File: src/rtl/core/wsed_pkg.sv
// ----------------------------------------------------------------------------
// wsed_pkg
// Shared widths, register codes, FSM states and control structs of the
// windowed saturation exit detector.
// ----------------------------------------------------------------------------
package wsed_pkg;

    localparam int WINDOW_DEPTH_DEF = 16;

    localparam int SAT_W      = 8;
    localparam int TS_W       = 32;
    localparam int TERM_W     = SAT_W + TS_W;     // one sample times one interval
    localparam int AREA_W     = 44;
    localparam int ATTEN_W    = 16;
    localparam int COUNT_W    = 4;
    localparam int UNITY_SHIFT = 14;               // Q2.14: 1.0 = 1 << 14
    localparam int HALF_W     = AREA_W / 2;        // peak split for the multiply
    localparam int PROD_W     = ATTEN_W + HALF_W;
    localparam int CMP_W      = ATTEN_W + AREA_W;

    localparam int CFG_IDX_W  = 1;
    localparam int CFG_DATA_W = ATTEN_W;

    localparam int S_TDATA_W  = ((SAT_W + TS_W + 7) / 8) * 8;
    localparam int M_FIELDS_W = 1 + AREA_W + AREA_W;
    localparam int M_TDATA_W  = ((M_FIELDS_W + 7) / 8) * 8;

    localparam logic [AREA_W-1:0]    AREA_MAX    = {AREA_W{1'b1}};
    localparam logic [ATTEN_W-1:0]   ATTEN_RESET = ATTEN_W'(1 << UNITY_SHIFT);

    localparam logic [CFG_IDX_W-1:0] REG_ATTEN = 1'b0;
    localparam logic [CFG_IDX_W-1:0] REG_COUNT = 1'b1;

    typedef enum logic [2:0] {
        ST_IDLE,
        ST_ROT,
        ST_ACC,
        ST_PEAK,
        ST_MUL_LO,
        ST_MUL_HI,
        ST_FIN
    } wsed_state_t;

    typedef struct packed {
        logic load;     // take the new sample
        logic shift;    // take the neighbor's entry
    } wsed_cell_ctrl_t;

    typedef struct packed {
        logic clear;    // start a new area
        logic step;     // head of the ring moved on
        logic use_term; // head entry contributes a term
    } wsed_acc_ctrl_t;

endpackage

File: src/rtl/core/wsed_cell.sv
// ----------------------------------------------------------------------------
// wsed_cell
// One window entry: saturation and timestamp, loaded from the input or
// handed over from the neighbor cell.
// ----------------------------------------------------------------------------
module wsed_cell (
    input  logic                        clk,
    input  logic                        rst_n,
    input  wsed_pkg::wsed_cell_ctrl_t   ctrl,
    input  logic [wsed_pkg::SAT_W-1:0]  load_sat,
    input  logic [wsed_pkg::TS_W-1:0]   load_tstamp,
    input  logic [wsed_pkg::SAT_W-1:0]  nbr_sat,
    input  logic [wsed_pkg::TS_W-1:0]   nbr_tstamp,
    output logic [wsed_pkg::SAT_W-1:0]  sat,
    output logic [wsed_pkg::TS_W-1:0]   tstamp
);

    logic [wsed_pkg::SAT_W-1:0] sat_reg;
    logic [wsed_pkg::SAT_W-1:0] sat_next;
    logic [wsed_pkg::TS_W-1:0]  tstamp_reg;
    logic [wsed_pkg::TS_W-1:0]  tstamp_next;

    always_comb
    begin
        sat_next    = sat_reg;
        tstamp_next = tstamp_reg;
        if (ctrl.load)
        begin
            sat_next    = load_sat;
            tstamp_next = load_tstamp;
        end
        else if (ctrl.shift)
        begin
            sat_next    = nbr_sat;
            tstamp_next = nbr_tstamp;
        end
    end

    always_ff @(posedge clk or negedge rst_n)
    begin
        if (!rst_n)
        begin
            sat_reg    <= '0;
            tstamp_reg <= '0;
        end
        else
        begin
            sat_reg    <= sat_next;
            tstamp_reg <= tstamp_next;
        end
    end

    assign sat    = sat_reg;
    assign tstamp = tstamp_reg;

endmodule

File: src/rtl/core/wsed_area_acc.sv
// ----------------------------------------------------------------------------
// wsed_area_acc
// Watches the head of the cell ring, forms sample * interval terms and
// sums them with saturation.
// ----------------------------------------------------------------------------
module wsed_area_acc (
    input  logic                        clk,
    input  logic                        rst_n,
    input  wsed_pkg::wsed_acc_ctrl_t    ctrl,
    input  logic [wsed_pkg::SAT_W-1:0]  head_sat,
    input  logic [wsed_pkg::TS_W-1:0]   head_tstamp,
    output logic [wsed_pkg::AREA_W-1:0] area
);

    logic [wsed_pkg::TS_W-1:0]   prev_tstamp_reg;
    logic [wsed_pkg::TS_W-1:0]   interval;
    logic [wsed_pkg::TERM_W-1:0] term_reg;
    logic                        term_vld_reg;
    logic [wsed_pkg::AREA_W-1:0] area_reg;
    logic [wsed_pkg::AREA_W:0]   sum;

    // interval wraps modulo 2^32
    assign interval = head_tstamp - prev_tstamp_reg;
    assign sum      = {1'b0, area_reg} + (wsed_pkg::AREA_W + 1)'(term_reg);

    always_ff @(posedge clk)
    begin
        if (ctrl.step)
        begin
            prev_tstamp_reg <= head_tstamp;
            term_reg        <= wsed_pkg::TERM_W'(head_sat) * wsed_pkg::TERM_W'(interval);
        end
    end

    always_ff @(posedge clk or negedge rst_n)
    begin
        if (!rst_n)
        begin
            term_vld_reg <= 1'b0;
            area_reg     <= '0;
        end
        else
        begin
            term_vld_reg <= ctrl.step && ctrl.use_term && !ctrl.clear;
            if (ctrl.clear)
                area_reg <= '0;
            else if (term_vld_reg)
                area_reg <= sum[wsed_pkg::AREA_W] ? wsed_pkg::AREA_MAX
                                                  : sum[wsed_pkg::AREA_W-1:0];
        end
    end

    assign area = area_reg;

endmodule

File: src/rtl/core/windowed_saturation_exit_detector_core.sv
// ----------------------------------------------------------------------------
// windowed_saturation_exit_detector_core
// Sliding-window time-weighted saturation area with peak tracking and
// ratio-based exit flag.
// ----------------------------------------------------------------------------
// Sequence: the result follows the input transfer after one full ring
//   rotation, accumulate, peak, two multiply steps and compare.
// Items: one in work at a time, no new input until the result is handed to
//   the output register, paced by the ring rotation past the single term multiplier.
// Reset (rst_n, async, low): window cells, peak, fill index cleared;
//   attenuation_ratio = 1.0 (16384), window_count = 0.
// ----------------------------------------------------------------------------
module windowed_saturation_exit_detector_core #(
    parameter int WINDOW_DEPTH = wsed_pkg::WINDOW_DEPTH_DEF
) (
    input  logic                              clk,
    input  logic                              rst_n,
    // configuration write port
    input  logic                              cfg_we,
    input  logic [wsed_pkg::CFG_IDX_W-1:0]    cfg_index,
    input  logic [wsed_pkg::CFG_DATA_W-1:0]   cfg_data,
    // input stream
    input  logic                              s_tvalid,
    output logic                              s_tready,
    // s_tdata, from bit 0: saturation_sample[7:0], sample_time[31:0]
    input  logic [wsed_pkg::S_TDATA_W-1:0]    s_tdata,
    // output stream
    output logic                              m_tvalid,
    input  logic                              m_tready,
    // m_tdata, from bit 0: exit_detected, window_area[43:0], peak_area[43:0], zero pad
    output logic [wsed_pkg::M_TDATA_W-1:0]    m_tdata
);

    localparam int FW = (WINDOW_DEPTH > 1) ? $clog2(WINDOW_DEPTH) : 1;
    localparam int CW = (FW > wsed_pkg::COUNT_W) ? FW : wsed_pkg::COUNT_W;
    localparam int PAD_W = wsed_pkg::M_TDATA_W - wsed_pkg::M_FIELDS_W;
    localparam logic [FW-1:0] LAST_POS = FW'(WINDOW_DEPTH - 1);
    localparam logic [CW-1:0] CNT_MAX  = CW'(WINDOW_DEPTH - 1);

    // ---------------- configuration registers ----------------
    logic [wsed_pkg::ATTEN_W-1:0] atten_reg;
    logic [wsed_pkg::COUNT_W-1:0] count_reg;

    always_ff @(posedge clk or negedge rst_n)
    begin
        if (!rst_n)
        begin
            atten_reg <= wsed_pkg::ATTEN_RESET;
            count_reg <= '0;
        end
        else if (cfg_we)
        begin
            case (cfg_index)
                wsed_pkg::REG_ATTEN: atten_reg <= cfg_data;
                wsed_pkg::REG_COUNT: count_reg <= cfg_data[wsed_pkg::COUNT_W-1:0];
                default:             ;
            endcase
        end
    end

    // ---------------- input fields ----------------
    logic [wsed_pkg::SAT_W-1:0] in_sat;
    logic [wsed_pkg::TS_W-1:0]  in_tstamp;
    logic                       s_xfer;

    assign in_sat    = s_tdata[wsed_pkg::SAT_W-1:0];
    assign in_tstamp = s_tdata[wsed_pkg::SAT_W +: wsed_pkg::TS_W];
    assign s_xfer    = s_tvalid && s_tready;

    // ---------------- control state ----------------
    wsed_pkg::wsed_state_t state_reg, state_next;
    logic [FW-1:0] fill_reg,  fill_next;
    logic [FW-1:0] pos_reg,   pos_next;     // ring position at the head cell
    logic          full_reg,  full_next;    // window full for this item
    logic          out_vld_reg, out_vld_next;

    // count clamped to depth - 1, fill index clamped to count
    logic [CW-1:0] cnt_wide;
    logic [FW-1:0] cnt_eff;
    logic [FW-1:0] fill_eff;

    assign cnt_wide = (CW'(count_reg) > CNT_MAX) ? CNT_MAX : CW'(count_reg);
    assign cnt_eff  = cnt_wide[FW-1:0];
    assign fill_eff = (fill_reg > cnt_eff) ? cnt_eff : fill_reg;

    // ---------------- datapath registers ----------------
    logic [wsed_pkg::AREA_W-1:0] peak_reg, peak_next;
    logic [wsed_pkg::PROD_W-1:0] prod_lo_reg;
    logic [wsed_pkg::PROD_W-1:0] prod_hi_reg;
    logic                        out_exit_reg;
    logic [wsed_pkg::AREA_W-1:0] out_area_reg;
    logic [wsed_pkg::AREA_W-1:0] out_peak_reg;
    logic [wsed_pkg::AREA_W-1:0] area;

    // ---------------- cell chain ----------------
    logic                      load_en;
    logic                      rot_en;
    logic                      slide_en;
    wsed_pkg::wsed_cell_ctrl_t cell_ctrl [WINDOW_DEPTH];
    logic [wsed_pkg::SAT_W-1:0] cell_sat    [WINDOW_DEPTH];
    logic [wsed_pkg::TS_W-1:0]  cell_tstamp [WINDOW_DEPTH];

    // The chain is a ring: cell j takes cell j+1. A full rotation walks every
    // entry past cell 0 and leaves the window where it started. A slide moves
    // only the cells below the fill index, dropping the oldest sample.
    for (genvar j = 0; j < WINDOW_DEPTH; j++)
    begin : g_cell
        localparam int NB = (j + 1) % WINDOW_DEPTH;

        always_comb
        begin
            cell_ctrl[j].load  = load_en && (fill_eff == FW'(j));
            cell_ctrl[j].shift = rot_en || (slide_en && (FW'(j) < fill_reg));
        end

        wsed_cell u_cell (
            .clk         (clk),
            .rst_n       (rst_n),
            .ctrl        (cell_ctrl[j]),
            .load_sat    (in_sat),
            .load_tstamp (in_tstamp),
            .nbr_sat     (cell_sat[NB]),
            .nbr_tstamp  (cell_tstamp[NB]),
            .sat         (cell_sat[j]),
            .tstamp      (cell_tstamp[j])
        );
    end

    // ---------------- area accumulator ----------------
    wsed_pkg::wsed_acc_ctrl_t acc_ctrl;

    wsed_area_acc u_acc (
        .clk         (clk),
        .rst_n       (rst_n),
        .ctrl        (acc_ctrl),
        .head_sat    (cell_sat[0]),
        .head_tstamp (cell_tstamp[0]),
        .area        (area)
    );

    // ---------------- exit compare ----------------
    logic [wsed_pkg::CMP_W-1:0] lhs;
    logic [wsed_pkg::CMP_W-1:0] rhs;
    logic                       exit_flag;

    // area * 1.0 versus attenuation * peak, peak multiplied in two halves
    assign lhs = wsed_pkg::CMP_W'(area) << wsed_pkg::UNITY_SHIFT;
    assign rhs = (wsed_pkg::CMP_W'(prod_hi_reg) << wsed_pkg::HALF_W)
               + wsed_pkg::CMP_W'(prod_lo_reg);
    assign exit_flag = full_reg && (peak_reg != '0) && (lhs < rhs);

    // ---------------- sequencer ----------------
    always_comb
    begin
        state_next   = state_reg;
        fill_next    = fill_reg;
        pos_next     = pos_reg;
        full_next    = full_reg;
        out_vld_next = out_vld_reg;
        peak_next    = peak_reg;
        load_en      = 1'b0;
        rot_en       = 1'b0;
        slide_en     = 1'b0;
        acc_ctrl     = '0;
        s_tready     = 1'b0;

        if (out_vld_reg && m_tready)
            out_vld_next = 1'b0;

        case (state_reg)
            wsed_pkg::ST_IDLE:
            begin
                s_tready = 1'b1;
                if (s_tvalid)
                begin
                    load_en        = 1'b1;
                    acc_ctrl.clear = 1'b1;
                    fill_next      = fill_eff;
                    full_next      = (fill_eff == cnt_eff);
                    pos_next       = '0;
                    state_next     = wsed_pkg::ST_ROT;
                end
            end
            wsed_pkg::ST_ROT:
            begin
                rot_en            = 1'b1;
                acc_ctrl.step     = 1'b1;
                acc_ctrl.use_term = (pos_reg != '0) && (pos_reg <= fill_reg);
                pos_next          = pos_reg + FW'(1);
                if (pos_reg == LAST_POS)
                begin
                    pos_next   = '0;
                    state_next = wsed_pkg::ST_ACC;
                end
            end
            wsed_pkg::ST_ACC:
            begin
                state_next = wsed_pkg::ST_PEAK;
            end
            wsed_pkg::ST_PEAK:
            begin
                if ((fill_reg != '0) && (area > peak_reg))
                    peak_next = area;
                if (full_reg)
                    slide_en = 1'b1;
                else
                    fill_next = fill_reg + FW'(1);
                state_next = wsed_pkg::ST_MUL_LO;
            end
            wsed_pkg::ST_MUL_LO:
            begin
                state_next = wsed_pkg::ST_MUL_HI;
            end
            wsed_pkg::ST_MUL_HI:
            begin
                state_next = wsed_pkg::ST_FIN;
            end
            wsed_pkg::ST_FIN:
            begin
                // hand over once the output register is free
                if (!out_vld_reg || m_tready)
                begin
                    out_vld_next = 1'b1;
                    state_next   = wsed_pkg::ST_IDLE;
                end
            end
            default:
            begin
                state_next = wsed_pkg::ST_IDLE;
            end
        endcase
    end

    always_ff @(posedge clk or negedge rst_n)
    begin
        if (!rst_n)
        begin
            state_reg   <= wsed_pkg::ST_IDLE;
            fill_reg    <= '0;
            pos_reg     <= '0;
            full_reg    <= 1'b0;
            out_vld_reg <= 1'b0;
            peak_reg    <= '0;
        end
        else
        begin
            state_reg   <= state_next;
            fill_reg    <= fill_next;
            pos_reg     <= pos_next;
            full_reg    <= full_next;
            out_vld_reg <= out_vld_next;
            peak_reg    <= peak_next;
        end
    end

    // multiply steps and output payload
    always_ff @(posedge clk)
    begin
        if (state_reg == wsed_pkg::ST_MUL_LO)
            prod_lo_reg <= wsed_pkg::PROD_W'(atten_reg)
                         * wsed_pkg::PROD_W'(peak_reg[wsed_pkg::HALF_W-1:0]);
        if (state_reg == wsed_pkg::ST_MUL_HI)
            prod_hi_reg <= wsed_pkg::PROD_W'(atten_reg)
                         * wsed_pkg::PROD_W'(peak_reg[wsed_pkg::AREA_W-1:wsed_pkg::HALF_W]);
        if ((state_reg == wsed_pkg::ST_FIN) && (!out_vld_reg || m_tready))
        begin
            out_exit_reg <= exit_flag;
            out_area_reg <= area;
            out_peak_reg <= peak_reg;
        end
    end

    assign m_tvalid = out_vld_reg;
    assign m_tdata  = {{PAD_W{1'b0}}, out_peak_reg, out_area_reg, out_exit_reg};

endmodule

File: config.mk
export PLATFORM = sky130hd
export DESIGN_NAME = windowed_saturation_exit_detector_core
export DESIGN_NICKNAME = d
export VERILOG_FILES = /design/src/rtl/core/wsed_pkg.sv /design/src/rtl/core/wsed_cell.sv /design/src/rtl/core/wsed_area_acc.sv /design/src/rtl/core/windowed_saturation_exit_detector_core.sv
export SDC_FILE = /design/constraint.sdc
export NUM_CORES = 2
export LEC_CHECK = 0
export ABC_AREA = 1
export BUFFER_PORTS_ARGS = -buffer_cell sky130_fd_sc_hd__buf_2
export CAP_MARGIN = 20
export CORE_MARGIN = 2
export CORE_UTILIZATION = 45
export DETAILED_ROUTE_END_ITERATION = 12
export HOLD_SLACK_MARGIN = 0.1
export PLACE_DENSITY = 0.67
export SYNTH_ARGS = -nofsm -noshare
export SYNTH_HDL_FRONTEND = slang
export SYNTH_SLANG_ARGS = --single-unit
File: constraint.sdc
create_clock -name clk -period 7.1 [get_ports clk]
set_clock_uncertainty 0.15 [all_clocks]
set_input_delay 0.355 -clock clk [delete_from_list [all_inputs] [get_ports clk]]
set_output_delay 0.355 -clock clk [all_outputs]
set_load 0.01 [all_outputs]
Yosys cells after proc, flatten, opt, wreduce, memory -nomap -nowiden
Cells that the tools add are included.
Widths: inputs -> output; s select.
{"block": "word_totals", "in_bits": 62, "elab_cells": 285, "out_inout_bits": 98, "regBits": 999}
{"block": "op_classes", "n_mul": 3, "bitwise": 1, "muxes": 89, "addsub": 5, "order_cmp": 21, "n_reduce_logical": 90, "n_eq_ne": 27}
{"cell": "$mux 32", "n": 32}
{"cell": "$mux 8", "n": 32}
{"cell": "$mux 44", "n": 3}
{"cell": "$mul 16x22->38", "n": 2}
{"cell": "$add 60x38->60", "n": 1}
{"cell": "$lt 58x60->1", "n": 1}
{"cell": "$add 44x40->45", "n": 1}
{"cell": "$gt 44x44->1", "n": 1}
{"cell": "$reduce_bool 44->1", "n": 1}
{"cell": "$logic_and 1x1->1", "n": 40}
{"cell": "$mul 8x32->40", "n": 1}
{"cell": "$reduce_bool 2->1", "n": 19}
{"cell": "$eq 4x4->1 const B", "n": 9}
{"cell": "$lt 4x4->1 const A", "n": 8}
{"cell": "$sub 32x32->32", "n": 1}
{"cell": "$mux 4", "n": 6}
{"cell": "$pmux 3 s7", "n": 1}
{"cell": "$logic_or 1x1->1", "n": 17}
{"cell": "$eq 4x3->1 const B", "n": 4}
{"cell": "$lt 3x4->1 const A", "n": 4}
{"cell": "$pmux 4 s2", "n": 2}
{"cell": "$reduce_and 2->1", "n": 5}
{"cell": "$eq 3x3->1 const B", "n": 3}
{"cell": "$mux 1", "n": 9}
{"cell": "20 further kinds", "n": 33}

Depth between registers and ports, before layout
{"block": "logic_depth", "depth_word": 7, "depth_mapped": 33, "mapped_depth_nobuf": 33}

By module
Synthesis repeated with hierarchy kept, for this count alone.
{"block": "hier_totals", "cells_unflattened": 10416, "area_unflattened_um2": 83376.2}
{"module": "windowed_saturation_exit_detector_core", "cells_per_inst": 4379, "instances": 1, "area_per_inst_um2": 36065.8}
{"module": "wsed_cell", "cells_per_inst": 220, "instances": 16, "area_per_inst_um2": 1853.0}
{"module": "wsed_area_acc", "cells_per_inst": 2517, "instances": 1, "area_per_inst_um2": 17661.9}

Worst setup path before layout
No wires, ideal clock.
{"block": "synth_path", "path_type": "reg2reg", "from": "register g_cell[0].u_cell.tstamp_reg (netlist bit g_cell[0].u_cell.tstamp[0])", "to": "register u_acc.term_reg[25] in the netlist's numbering (data pin)", "synth_period_minus_slack_ns": 6.170, "path_stages_with_launch": 32, "path_slack_ns": 0.930, "t_required_ns": 6.685, "arrival_time_ns": 5.755, "path_cell_list": "dfrtp_1 -> inv_1 -> ha_1 -> fa_1 -> inv_1 -> nand2_1 -> o21ai_1 -> nand2_1 -> nand2_1 -> inv_1 -> o21ai_1 -> nand2_1 -> nand2_1 -> xor2_1 -> inv_2 -> nor2_1 -> fa_1 -> fa_1 -> fa_1 -> inv_1 -> fa_1 -> inv_1 -> ha_1 -> nand2_1 -> nand2_1 -> a31oi_1 -> inv_1 -> a21oi_1 -> nand2_1 -> a21oi_1 -> o21ai_0 -> xor2_1"}
{"block": "synth_via", "elab_chain_len": 2}
{"element": "from (decl)", "line": "wsed_cell.sv:20", "rtl": "logic [wsed_pkg::TS_W-1:0] tstamp_reg;"}
{"element": "from (signal assigned)", "line": "wsed_cell.sv:49", "rtl": "tstamp_reg <= tstamp_next;"}
{"element": "$sub 32x32->32", "line": "wsed_area_acc.sv:23", "rtl": "assign interval = head_tstamp - prev_tstamp_reg;"}
{"element": "$mul 8x32->40", "line": "wsed_area_acc.sv:31", "rtl": "term_reg <= wsed_pkg::TERM_W'(head_sat) * wsed_pkg::TERM_W'(interval);"}
{"element": "to (signal assigned)", "line": "wsed_area_acc.sv:31"}
{"element": "to (decl)", "line": "wsed_area_acc.sv:17", "rtl": "logic [wsed_pkg::TERM_W-1:0] term_reg;"}
Every way passes these cells.
A chain may end at the register's enable or synchronous reset.

Worst setup path in the final report
{"block": "layout_path", "from": "register g_cell[0].u_cell.tstamp_reg (netlist bit g_cell[0].u_cell.tstamp[0])", "to": "register u_acc.term_reg[30] in the netlist's numbering (data pin)"}
The elaborated chain is that of the path after synthesis.

==> flow_summary.ini <==
[run_status]
status = finished clean

[routing]
drc = 0
viasPerCell = 5.515
drt_iter0_markers = 5779
wire_per_inst_um = 21.33
ant_nets = 0
wl_um = 263400
vias = 68124
first_pass_iters = 6

[logic_synthesis]
synth_area_um2 = 80060
synth_cells = 9867
synth_top_family_by_area = adder cells
yosysWarnings = 0
synth-adder-area-share_pct = 25.78
synth_edf_count = 237
synth-xor-area-share_pct = 1.980
async_flop_share_pct = 76.28
synth-compound-area-share_pct = 7.299
synthFlopType = dfrtp_1
synthMuxAreaShare_pct = 0.1688
yosysUniqueCellTypes = 56
ys_ff_latch = 999
synthSimpleGateAreaFrac_pct = 22.66
avgSynthCellArea_um2 = 8.114
ys_seq_area_share_pct = 32.71

[floorplanning]
ios = 160
start_util_pct = 45.36
die_area_um2 = 181300
dieHeight_um = 425.8
die_w_um = 425.8
core_um2 = 176500
rows = 154

[worst_setup_path]
reg2regPathDepth = 31
rrSetupSlack_ns = 0.36
required_ns = 7.42
cp-end-kind = register
cpMostUsedCell = nand2_1
crit_path_start_kind = register
crit_end = u_acc.term_reg[30]
arrival_ns = 7.06
rr_startpoint = g_cell[0].u_cell.tstamp[0]
worstPathMaxFanout = 6
crit_type = register to register
slowest_stage = fa_1
cp_slowest_stage_delay_ns = 0.59
r2r-end = u_acc.term_reg[30]
setup.worst_path.start = g_cell[0].u_cell.tstamp[0]

[placed_design]
hpwl_um = 195100
placed_cell_area_um2 = 83730
place.gp.congestion = 0.9773
io_buffer_count = 152
dp_slack_ns = 0.2003

[cells_and_area]
mostFrequentLayoutCells = 2790 x nand2_1, 1432 x inv_1, 965 x nor2_1
drive_gt1_share_pct = 6.466
syn_to_final_growth_pct = 10.32
largest_register_ffs = 512
nets = 11178
final_common_cell = nand2_1
nFillCells = 16827
design_area_um2 = 88310

[sta]
setup_viol = 0
fmax_mhz = 148.4
finalWorstSetupSlack_ns = 0.3631
finalSetupTns_ns = 0
slew_violations = 0
relSlewSlack_pct = 22.13
post-route-min-period_ns = 6.737
fin_hold_ws_ns = 0.1855
hold_violations = 0
finalCritPeriodShare_pct = 94.89
worstMarginPinSlew_ns = 1.165

[clock_network]
clk_latency_ns = 0.79
cts.path.max_buffers = 3
root_buffer = clkbuf_16
numClockSinks = 999
cts_buffers = 112
cts_tree = yes
htreeDepth = 3
clk_pin_slew_ns = 0.06

[grt]
grt_usage_pct = 29.37
overflow = 0
grt_pass1_wl_um = 410900
first_global_vias = 70694
grt_max_degree = 174
antenna_found_initial = 5

[hold_path]
hp-class = primary input to register

[flow_run]
cap_violations = 0
worst max-delay path, delay by kind of cell (launching register included):
family          cells  cell delay, ns
compound gates      7            1.30
xor+xnor            1            0.09
simple gates       10            0.94
buf+inv             6            0.48
fa+ha+maj           7            3.14
flops               1            0.37
stage by stage:
step	util, %	instances
global placement	47.39	12062
global route	50.03	12347
detailed placement	47.44	12067
finish	50.04	12352
floorplan	-	9873
CTS	49.95	12343
worst min path at each step:
stage                     to  cells after the start          from  slack (ns)
2_1_floorplan   atten_reg[0]                      0         rst_n       -0.09
3_3_place_gp     peak_reg[2]                      1         rst_n        0.23
3_5_place_dp     peak_reg[2]                      1         rst_n        0.23
4_1_cts        atten_reg[13]                      3  cfg_data[13]        0.16
5_1_grt        atten_reg[11]                      3  cfg_data[11]        0.19
6_report       atten_reg[13]                      4     cfg_index        0.19
cell usage after synthesis, types with 80 or more instances:
master / count / area share, %
clkbuf_1: 344 / 1.6
nand2_1: 2793 / 13
o21bai_1: 81 / 0.76
o21ai_0: 183 / 1.1
edfxtp_1: 237 / 8.9
nor2_1: 987 / 4.6
xor2_1: 123 / 1.3
nand3_1: 598 / 3.7
a21oi_1: 295 / 1.8
o22ai_1: 157 / 1.2
dfrtp_1: 761 / 24
buf_2: 95 / 0.59
a22oi_1: 80 / 0.75
ha_1: 467 / 7.3
fa_1: 739 / 18
inv_1: 1433 / 6.7
metal layers:
| metal | GRT usage, % | wire, um | vias to the layer above |
|---|---|---|---|
| met2 | 49.55 | 126400 | 2621 |
| met4 | 16.14 | 16850 | 4 |
| met1 | 36.49 | 102700 | 33956 |
| met3 | 3.904 | 17420 | 681 |
| met5 | 0 | 22 | - |
| li1 | - | - | 30862 |
area by class of cell:
cell class / count / area [um^2] / area share (%)
inverter: 1451 / 5446 / 6.167
clock inverter: 51 / 528.0 / 0.5979
tap: 2340 / 2928 / 3.315
antenna: 6 / 15.01 / 0.01700
sequential: 999 / 26190 / 29.65
multi-input combinational: 6910 / 46640 / 52.81
timing repair buffer: 436 / 3326 / 3.766
clock buffer: 159 / 3244 / 3.674
what timing repair did:
action / CTS / global route
hold buffers: 66 / 0
resized for setup: 0 / 24
setup buffers: 0 / 1
hold endpoints to repair: 751 / 0
endpoints found under the setup margin: 0 / 18
logic make-up after synthesis:
family | Yosys count
AND/OR/NAND/NOR | 4536
buffers and inverters | 1964
adder cells (fa/ha/maj) | 1206
flip-flops | 999
AO/OA/AOI/OAI | 968
XOR/XNOR | 181
multiplexers | 12
other | 1
Power is left out: the tool's default activity adds up to more than one toggle a clock period on the data nets, which glitch-free logic cannot reach.
